===== src/rtl/cmvp_pkg.sv =====
package cmvp_pkg;

  // Array size and fixed-point format
  localparam int NODES            = 16;
  localparam int WEIGHT_FRAC_BITS = 12;

  localparam int NODE_W   = (NODES > 1) ? $clog2(NODES) : 1;
  localparam int WDEPTH   = NODES * NODES;
  localparam int ADDR_W   = (WDEPTH > 1) ? $clog2(WDEPTH) : 1;
  localparam int VALUE_W  = 16;
  localparam int PROD_W   = 2 * VALUE_W;
  localparam int ACC_W    = PROD_W + NODE_W;
  localparam int DRIVE_W  = 32;
  localparam int FIELD_NODE_W = 4;

  localparam logic signed [ACC_W-1:0] DRIVE_MAX = ACC_W'(32'sh7fff_ffff);
  localparam logic signed [ACC_W-1:0] DRIVE_MIN = -DRIVE_MAX - ACC_W'(1);

  // Operation codes
  localparam logic [1:0] OP_WRITE  = 2'd0;
  localparam logic [1:0] OP_SOURCE = 2'd1;
  localparam logic [1:0] OP_FILL   = 2'd2;

  typedef struct packed {
    logic [1:0]                     operation;
    logic [FIELD_NODE_W-1:0]        from_node;
    logic [FIELD_NODE_W-1:0]        to_node;
    logic signed [VALUE_W-1:0]      value;
    logic                           last;
  } req_t;

  typedef struct packed {
    logic [FIELD_NODE_W-1:0]        dest_node;
    logic signed [DRIVE_W-1:0]      drive;
    logic                           final_res;
  } res_t;

  // Store updates decoded from an accepted request
  typedef struct packed {
    logic wr_weight;
    logic fill;
    logic wr_source;
  } store_cmd_t;

  // One multiply-accumulate step issued by the controller
  typedef struct packed {
    logic              issue;
    logic              first;
    logic              last;
    logic              final_dst;
    logic [NODE_W-1:0] src;
    logic [NODE_W-1:0] dst;
  } mac_cmd_t;

  typedef struct packed {
    logic final_out;
  } dp_status_t;

  typedef enum logic [1:0] {
    ST_IDLE,
    ST_MAC,
    ST_DRAIN
  } ctl_state_e;

  function automatic logic node_ok(logic [FIELD_NODE_W-1:0] idx);
    return int'(idx) < NODES;
  endfunction

  function automatic logic [ADDR_W-1:0] weight_addr(logic [NODE_W-1:0] from_idx,
                                                    logic [NODE_W-1:0] to_idx);
    return ADDR_W'(ADDR_W'(from_idx) * ADDR_W'(NODES) + ADDR_W'(to_idx));
  endfunction

endpackage


===== src/rtl/cmvp_ctrl.sv =====
module cmvp_ctrl (
  input  logic                    clk_i,
  input  logic                    rst_ni,
  input  logic                    start,
  output logic                    busy,
  input  cmvp_pkg::req_t          req_i,
  input  cmvp_pkg::dp_status_t    status_i,
  output cmvp_pkg::store_cmd_t    store_cmd_o,
  output cmvp_pkg::mac_cmd_t      mac_cmd_o
);

  cmvp_pkg::ctl_state_e state_q, state_d;
  logic [cmvp_pkg::NODE_W-1:0] src_q, src_d;
  logic [cmvp_pkg::NODE_W-1:0] dst_q, dst_d;
  logic accept;
  logic src_end, dst_end;

  assign accept  = start && (state_q == cmvp_pkg::ST_IDLE);
  assign src_end = (int'(src_q) == cmvp_pkg::NODES - 1);
  assign dst_end = (int'(dst_q) == cmvp_pkg::NODES - 1);

  // Next state
  always_comb begin
    state_d = state_q;
    unique case (state_q)
      cmvp_pkg::ST_IDLE: begin
        if (accept && (req_i.operation == cmvp_pkg::OP_SOURCE) && req_i.last) begin
          state_d = cmvp_pkg::ST_MAC;
        end
      end
      cmvp_pkg::ST_MAC: begin
        if (src_end && dst_end) begin
          state_d = cmvp_pkg::ST_DRAIN;
        end
      end
      cmvp_pkg::ST_DRAIN: begin
        if (status_i.final_out) begin
          state_d = cmvp_pkg::ST_IDLE;
        end
      end
      default: state_d = cmvp_pkg::ST_IDLE;
    endcase
  end

  // Advance source index inside, destination index outside
  always_comb begin
    src_d = src_q;
    dst_d = dst_q;
    if (state_q != cmvp_pkg::ST_MAC) begin
      src_d = '0;
      dst_d = '0;
    end else if (src_end) begin
      src_d = '0;
      dst_d = dst_q + cmvp_pkg::NODE_W'(1);
    end else begin
      src_d = src_q + cmvp_pkg::NODE_W'(1);
    end
  end

  // Outputs
  always_comb begin
    busy                  = (state_q != cmvp_pkg::ST_IDLE);
    store_cmd_o.wr_weight = accept && (req_i.operation == cmvp_pkg::OP_WRITE) &&
                            cmvp_pkg::node_ok(req_i.from_node) &&
                            cmvp_pkg::node_ok(req_i.to_node);
    store_cmd_o.fill      = accept && (req_i.operation == cmvp_pkg::OP_FILL);
    store_cmd_o.wr_source = accept && (req_i.operation == cmvp_pkg::OP_SOURCE) &&
                            cmvp_pkg::node_ok(req_i.from_node);
    mac_cmd_o.issue       = (state_q == cmvp_pkg::ST_MAC);
    mac_cmd_o.first       = (src_q == '0);
    mac_cmd_o.last        = src_end;
    mac_cmd_o.final_dst   = dst_end;
    mac_cmd_o.src         = src_q;
    mac_cmd_o.dst         = dst_q;
  end

  always_ff @(posedge clk_i or negedge rst_ni) begin
    if (!rst_ni) begin
      state_q <= cmvp_pkg::ST_IDLE;
      src_q   <= '0;
      dst_q   <= '0;
    end else begin
      state_q <= state_d;
      src_q   <= src_d;
      dst_q   <= dst_d;
    end
  end

  // Leave the issue phase right after the last step
  a_mac_to_drain: assert property (@(posedge clk_i) disable iff (!rst_ni)
    (state_q == cmvp_pkg::ST_MAC) && src_end && dst_end |=> (state_q == cmvp_pkg::ST_DRAIN))
    else $error("issue phase did not end after last step");

  // Every run starts at source 0, destination 0
  a_run_starts_clean: assert property (@(posedge clk_i) disable iff (!rst_ni)
    (state_q == cmvp_pkg::ST_MAC) && ($past(state_q) == cmvp_pkg::ST_IDLE)
    |-> (src_q == '0) && (dst_q == '0))
    else $error("run did not start at index zero");

  // Final result only comes out while draining
  a_final_in_drain: assert property (@(posedge clk_i) disable iff (!rst_ni)
    status_i.final_out |-> (state_q == cmvp_pkg::ST_DRAIN))
    else $error("final result outside drain");

endmodule


===== src/rtl/cmvp_datapath.sv =====
module cmvp_datapath (
  input  logic                    clk_i,
  input  logic                    rst_ni,
  input  cmvp_pkg::req_t          req_i,
  input  cmvp_pkg::store_cmd_t    store_cmd_i,
  input  cmvp_pkg::mac_cmd_t      mac_cmd_i,
  output cmvp_pkg::dp_status_t    status_o,
  output logic                    res_valid_o,
  output cmvp_pkg::res_t          res_o
);

  localparam int NW = cmvp_pkg::NODE_W;
  localparam int VW = cmvp_pkg::VALUE_W;

  // Weight memory; entries without a valid bit read as the fill value
  logic signed [VW-1:0]         wmem [cmvp_pkg::WDEPTH];
  logic [cmvp_pkg::WDEPTH-1:0]  wvld_q;
  logic signed [VW-1:0]         fill_q;
  logic signed [VW-1:0]         src_mem_q [cmvp_pkg::NODES];

  logic [cmvp_pkg::ADDR_W-1:0]  wr_addr, rd_addr;
  logic [NW-1:0]                wr_src;

  // Stage 1: read data
  logic                         p1_vld_q, p1_first_q, p1_last_q, p1_final_q;
  logic [NW-1:0]                p1_dst_q;
  logic signed [VW-1:0]         w_rd_q, s_rd_q;
  logic                         wv_rd_q;
  logic signed [VW-1:0]         w_eff;

  // Stage 2: product
  logic                         p2_vld_q, p2_first_q, p2_last_q, p2_final_q;
  logic [NW-1:0]                p2_dst_q;
  logic signed [cmvp_pkg::PROD_W-1:0] prod_d, prod_q;

  // Stage 3: accumulator
  logic                         p3_emit_q, p3_final_q;
  logic [NW-1:0]                p3_dst_q;
  logic signed [cmvp_pkg::ACC_W-1:0] acc_d, acc_q;

  // Output register
  logic signed [cmvp_pkg::ACC_W-1:0] shifted, sat;
  logic                         res_valid_q;
  cmvp_pkg::res_t               res_q;

  assign wr_addr = cmvp_pkg::weight_addr(NW'(req_i.from_node), NW'(req_i.to_node));
  assign rd_addr = cmvp_pkg::weight_addr(mac_cmd_i.src, mac_cmd_i.dst);
  assign wr_src  = NW'(req_i.from_node);

  // Write and read the weight memory
  always_ff @(posedge clk_i) begin
    if (store_cmd_i.wr_weight) begin
      wmem[wr_addr] <= req_i.value;
    end
    if (mac_cmd_i.issue) begin
      w_rd_q <= wmem[rd_addr];
      s_rd_q <= src_mem_q[mac_cmd_i.src];
    end
  end

  // Track written entries; a fill drops them all back to the fill value
  always_ff @(posedge clk_i or negedge rst_ni) begin
    if (!rst_ni) begin
      wvld_q  <= '0;
      fill_q  <= '0;
      wv_rd_q <= 1'b0;
    end else begin
      if (store_cmd_i.fill) begin
        wvld_q <= '0;
        fill_q <= req_i.value;
      end else if (store_cmd_i.wr_weight) begin
        wvld_q[wr_addr] <= 1'b1;
      end
      if (mac_cmd_i.issue) begin
        wv_rd_q <= wvld_q[rd_addr];
      end
    end
  end

  // Hold the source vector
  always_ff @(posedge clk_i or negedge rst_ni) begin
    if (!rst_ni) begin
      for (int i = 0; i < cmvp_pkg::NODES; i++) begin
        src_mem_q[i] <= '0;
      end
    end else if (store_cmd_i.wr_source) begin
      src_mem_q[wr_src] <= req_i.value;
    end
  end

  assign w_eff  = wv_rd_q ? w_rd_q : fill_q;
  assign prod_d = cmvp_pkg::PROD_W'(w_eff) * cmvp_pkg::PROD_W'(s_rd_q);
  assign acc_d  = p2_first_q ? cmvp_pkg::ACC_W'(prod_q)
                             : acc_q + cmvp_pkg::ACC_W'(prod_q);

  // Scale and saturate the finished sum
  assign shifted = acc_q >>> cmvp_pkg::WEIGHT_FRAC_BITS;
  always_comb begin
    priority if (shifted > cmvp_pkg::DRIVE_MAX) begin
      sat = cmvp_pkg::DRIVE_MAX;
    end else if (shifted < cmvp_pkg::DRIVE_MIN) begin
      sat = cmvp_pkg::DRIVE_MIN;
    end else begin
      sat = shifted;
    end
  end

  // Pipeline control tags
  always_ff @(posedge clk_i or negedge rst_ni) begin
    if (!rst_ni) begin
      p1_vld_q    <= 1'b0;
      p2_vld_q    <= 1'b0;
      p3_emit_q   <= 1'b0;
      res_valid_q <= 1'b0;
    end else begin
      p1_vld_q    <= mac_cmd_i.issue;
      p2_vld_q    <= p1_vld_q;
      p3_emit_q   <= p2_vld_q && p2_last_q;
      res_valid_q <= p3_emit_q;
    end
  end

  // Pipeline payload
  always_ff @(posedge clk_i) begin
    p1_first_q <= mac_cmd_i.first;
    p1_last_q  <= mac_cmd_i.last;
    p1_final_q <= mac_cmd_i.final_dst;
    p1_dst_q   <= mac_cmd_i.dst;

    p2_first_q <= p1_first_q;
    p2_last_q  <= p1_last_q;
    p2_final_q <= p1_final_q;
    p2_dst_q   <= p1_dst_q;
    prod_q     <= prod_d;

    p3_final_q <= p2_final_q;
    p3_dst_q   <= p2_dst_q;
    if (p2_vld_q) begin
      acc_q <= acc_d;
    end

    if (p3_emit_q) begin
      res_q.dest_node <= cmvp_pkg::FIELD_NODE_W'(p3_dst_q);
      res_q.drive     <= sat[cmvp_pkg::DRIVE_W-1:0];
      res_q.final_res <= p3_final_q;
    end
  end

  assign res_valid_o        = res_valid_q;
  assign res_o              = res_q;
  assign status_o.final_out = res_valid_q && res_q.final_res;

  // A result leaves in the cycle after its sum is complete
  a_emit_to_out: assert property (@(posedge clk_i) disable iff (!rst_ni)
    p3_emit_q |=> res_valid_q)
    else $error("finished sum not presented");

  // Nothing follows the final result of a run
  a_final_alone: assert property (@(posedge clk_i) disable iff (!rst_ni)
    res_valid_q && res_q.final_res |=> !res_valid_q)
    else $error("result after final one");

endmodule


===== src/rtl/coupling_matrix_vector_product.sv =====
// Weight write, weight fill and plain source element leave busy low.
// Source element with last set: busy until the final result of the run is out;
// the single multiply-accumulate unit takes one weight per cycle, so results come
// one per destination node, as one-cycle strobes.
// Reset (rst_ni low, asynchronous) zeroes all weights and source elements at once.
module coupling_matrix_vector_product (
  input  logic              clk_i,
  input  logic              rst_ni,
  input  logic              start,
  output logic              busy,
  input  cmvp_pkg::req_t    req_i,
  output logic              res_valid_o,
  output cmvp_pkg::res_t    res_o
);

  cmvp_pkg::store_cmd_t store_cmd;
  cmvp_pkg::mac_cmd_t   mac_cmd;
  cmvp_pkg::dp_status_t status;

  cmvp_ctrl u_ctrl (
    .clk_i       (clk_i),
    .rst_ni      (rst_ni),
    .start       (start),
    .busy        (busy),
    .req_i       (req_i),
    .status_i    (status),
    .store_cmd_o (store_cmd),
    .mac_cmd_o   (mac_cmd)
  );

  cmvp_datapath u_datapath (
    .clk_i       (clk_i),
    .rst_ni      (rst_ni),
    .req_i       (req_i),
    .store_cmd_i (store_cmd),
    .mac_cmd_i   (mac_cmd),
    .status_o    (status),
    .res_valid_o (res_valid_o),
    .res_o       (res_o)
  );

endmodule


===== config.mk =====
export PLATFORM = sky130hd
export DESIGN_NAME = coupling_matrix_vector_product
export DESIGN_NICKNAME = d
export VERILOG_FILES = /design/src/rtl/cmvp_pkg.sv /design/src/rtl/cmvp_ctrl.sv /design/src/rtl/cmvp_datapath.sv /design/src/rtl/coupling_matrix_vector_product.sv
export SDC_FILE = /design/constraint.sdc
export NUM_CORES = 2
export LEC_CHECK = 0
export BUFFER_PORTS_ARGS = -buffer_cell sky130_fd_sc_hd__clkbuf_2
export CAP_MARGIN = 20
export CORE_ASPECT_RATIO = 0.8
export CORE_UTILIZATION = 59
export CTS_CLUSTER_DIAMETER = 30
export DETAILED_ROUTE_END_ITERATION = 10
export PLACE_DENSITY_LB_ADDON = 0.08
export SYNTH_ARGS = -nofsm -noshare
export SYNTH_HDL_FRONTEND = slang
export SYNTH_SLANG_ARGS = --single-unit
export TNS_END_PERCENT = 10

===== constraint.sdc =====
create_clock -name clk_i -period 17.85 [get_ports clk_i]
set_clock_uncertainty 0.2 [all_clocks]
set_input_delay 4.4625 -clock clk_i [delete_from_list [all_inputs] [get_ports clk_i]]
set_output_delay 4.4625 -clock clk_i [all_outputs]
set_load 0.01 [all_outputs]

==> run metrics <==
CP max FO=17; GR Util All Layers=30.20%; Crit path depth=22; share of flip-flops with an asynchronous set or reset=~11%; Post-DP HPWL=296.5 mm; Synth Cell Area=0.1956 mm^2; DR top layer=met5; vias in the first global route=98,370; synth warn=0; Post-route DRC=0; Setup crit end=u_datapath.prod_q[30]$_DFF_P_; Power, Total=39,820 uW; Core Region=0.3288 mm^2; Least-Margin Pin Slew=1.309 ns; CTS Hold Bufs=0; critical-path cell list=mux2_2, and2_1, fa_1, inv_1, fa_1, fa_1, inv_1, fa_1, fa_1, inv_1, fa_1, inv_1, ha_1, and3_1, and3_1, nand3_1, a21boi_0, a41oi_1, o311a_1, o21ai_0, a21oi_1, xnor2_1; TritonCTS buffer count=between 600 and 700; Resize count post-CTS=0; Clock Sink Count=~4,800; Congestion Overflow GR=0; antenna violations before repair=39; setup tns final=0 ns; Buf/Inv on CP=4; cell area power density=175.9 mW/mm^2; kind of cell adding the most delay to the critical path=adder cells; WP data arrival=between 8 and 9 ns; Die H=just over 500 um; antenna viol nets, final=0; CTS Buffer Depth=4; Die ar.=0.3339 mm^2; post-CTS setup buffers=0; r2r setup slk=9.86 ns; fin crit period=approximately 8.0 ns; Initial Utilization=59.49%; Synth Net Count=just under 10,000; Die Wd=645.8 um; maximum VDD drop=between 0.6 and 0.7 mV; routed wire length=497.2 mm; Slew HR=12.71%; RSZ-0062 raised after global routing=false; clock slew at reported path FFs=0.06 ns; Max-Cap Viols=0; first-pass GRT wire length=approximately 720 mm; fin crit share=44.78%; Crit path top cell by count=fa_1; area grow syn2layout=15.72%; Startpoint Class=register; CTS tree=done; largest area contributor in the netlist=edfxtp_1; GP Congestion=~0.84; number of synthesized flops with an enable pin=4,194; Post-Syn Instances=9,411; Met1 Wirelength=204.0 mm; leakage power=roughly 0.076 uW; fillers=approximately 20,000; CP max stage cell=dfrtp_1; dominant synthesized flop cell=edfxtp_1; largest net degree at the start of global routing=approximately 160; status=finished clean; fin cells=14,960; port bufs=around 70; Worst Setup SP=u_datapath.wv_rd_q$_DFFE_PN0P_; hold crit path type=register to register; routed via count=approximately 98,000; WL per Instance=33.24 um; H-tree depth=6; drt pass-1 iters=5; worst reg2reg path startpoint=u_datapath.wv_rd_q$_DFFE_PN0P_; initial DRC count=13,360; Max Fclk=0.1251 GHz; Root Driver=clkbuf_16; count of nets after finishing=10,400; DR WL met2=226.1 mm; CP peak stage delay=~0.93 ns; via/cell ratio=6.542; # IOs=between 60 and 70; Reg2Reg Depth=22; synth unique cells=65; max-slew violations=0; placed cells=13,660; HP Start=u_datapath.p1_dst_q[0]$_DFF_P_; endpoints failing hold=0; flops & latches, synth=4,788; synth top area cells=edfxtp_1 (64%), mux4_2 (17%), dfrtp_1 (6.9%); number of cell rows=188; register area share after synthesis=71.85%; crit end category=register; WL met3=between 50 and 60 mm; post-synth top area share=between 60% and 70%; worst reg2reg endpoint=u_datapath.prod_q[30]$_DFF_P_; layout cells sized above 1=~33%; Syn Area/Cell=20.79 um^2; clock latency at the later pin of the worst-skew pair=1.06 ns; Req. time, crit path=18.58 ns; final setup vio count=0; Crit Path Category=register to register
[cells in the mapped netlist (56+ instances only)]
library cell and count:
edfxtp_1 4194, mux4_2 1515, nor2_1 735, dfrtp_1 543, clkbuf_1 367, inv_1 309
nand2_1 273, mux2_2 272, fa_1 263, buf_2 121, ha_1 120, and2_1 117
o21ai_0 68, a21oi_1 58, o21a_1 56
[sequential cells by signal, summed over array words and instances, names as in the netlist, 2 cells and up]
name / count
u_ctrl.state_q: 2
u_datapath.wmem: 4096
u_datapath.p2_dst_q: 4
u_datapath.p1_dst_q: 4
u_datapath.s_rd_q: 16
u_datapath.acc_q: 36
u_datapath.prod_q: 32
u_ctrl.dst_q: 4
u_datapath.wvld_q: 256
u_datapath.src_mem_q: 256
u_datapath.p3_dst_q: 4
u_ctrl.src_q: 4
u_datapath.res_o: 30
u_datapath.fill_q: 16
u_datapath.w_rd_q: 16
[worst register-to-register path: stages, from the launching register on]
cell and delay [ns]:
dfrtp_1 0.93, mux2_2 0.61, and2_1 0.25, fa_1 0.54, inv_1 0.05, fa_1 0.45, fa_1 0.53, inv_1 0.06
fa_1 0.49, fa_1 0.49, inv_1 0.05, fa_1 0.49, inv_1 0.05, ha_1 0.34, and3_1 0.22, and3_1 0.17
nand3_1 0.10, a21boi_0 0.57, a41oi_1 0.41, o311a_1 0.47, o21ai_0 0.18, a21oi_1 0.11, xnor2_1 0.13
[worst min path at each step]
stage                                                 to  depth (start not counted)
after detailed placement  u_datapath.p2_dst_q[1]$_DFF_P_                          0
after global routing        u_datapath.p2_last_q$_DFF_P_                          0
final                     u_datapath.p2_dst_q[0]$_DFF_P_                          0
after floorplan           u_datapath.p2_dst_q[0]$_DFF_P_                          0
after global placement    u_datapath.p2_dst_q[2]$_DFF_P_                          0
after CTS                  u_datapath.p2_final_q$_DFF_P_                          0
[final cells by class]
| class | instances | area (um^2) | area share, % |
|---|---|---|---|
| Clock inverter | 494 | 5818 | 2.570 |
| Tap cell | 4370 | 5468 | 2.415 |
| Multi-Input combinational cell | 3776 | 51930 | 22.94 |
| Sequential cell | 4788 | 140600 | 62.10 |
| Antenna cell | 11 | 27.53 | 0.01216 |
| Inverter | 310 | 1166 | 0.5151 |
| Clock buffer | 781 | 17870 | 7.894 |
| Timing Repair Buffer | 427 | 3518 | 1.554 |
[through the flow]
stage                     instance area, um^2  hold WS, ns  worst slack [ns]  utilization (%)
after floorplan                        195600       0.1096             10.53                -
after detailed placement               202500       0.1143             9.543            61.58
after global placement                 202400       0.1151             9.477            61.54
after global routing                   226400       0.1286             9.518            68.83
final                                  226400       0.1109             9.856            68.84
after CTS                              226200       0.1172             9.813            68.79
[routing by layer]
metal  vias up  track usage, %
met2      5274           44.40
li1      39150               -
met3       766           6.874
met1     52650           46.25
met4        14           8.770
met5         -               0
[cells by family after synthesis]
| group | count (synthesis) | synth area share [%] |
|---|---|---|
| multiplexers | 1792 | 19.03 |
| buffers and inverters | 847 | 1.722 |
| AND/OR/NAND/NOR | 1254 | 2.708 |
| AO/OA/AOI/OAI | 286 | 0.9562 |
| flip-flops | 4788 | 71.85 |
| XOR/XNOR | 61 | 0.2731 |
| adder cells (fa/ha/maj) | 383 | 3.459 |
[layout by cell type, fill, tap and decap left out, drive strengths merged, types with 21 or more instances in the layout]
cell and n:
nand2 273, o21ai 68, clkbuf 832, dfxtp 51
dfrtp 543, o21a 56, mux4 1515, edfxtp 4194
bufinv 82, clkinv 243, a21oi 58, nor2 735
nor2b 23, fa 263, a21o 21, mux2 272
clkinvlp 68, and2 117, nand3 31, ha 120
buf 376, xnor2 42, inv 411
[report_power, final]
group | leakage (uW) | switching, uW | internal [uW]
Sequential | 0.0456 | 262 | 12700
Combinational | 0.0194 | 7540 | 5630
Clock | 0.0114 | 5220 | 8500
Total | 0.0764 | 13000 | 26800
Note: power is estimated with default switching activity, not from simulation.
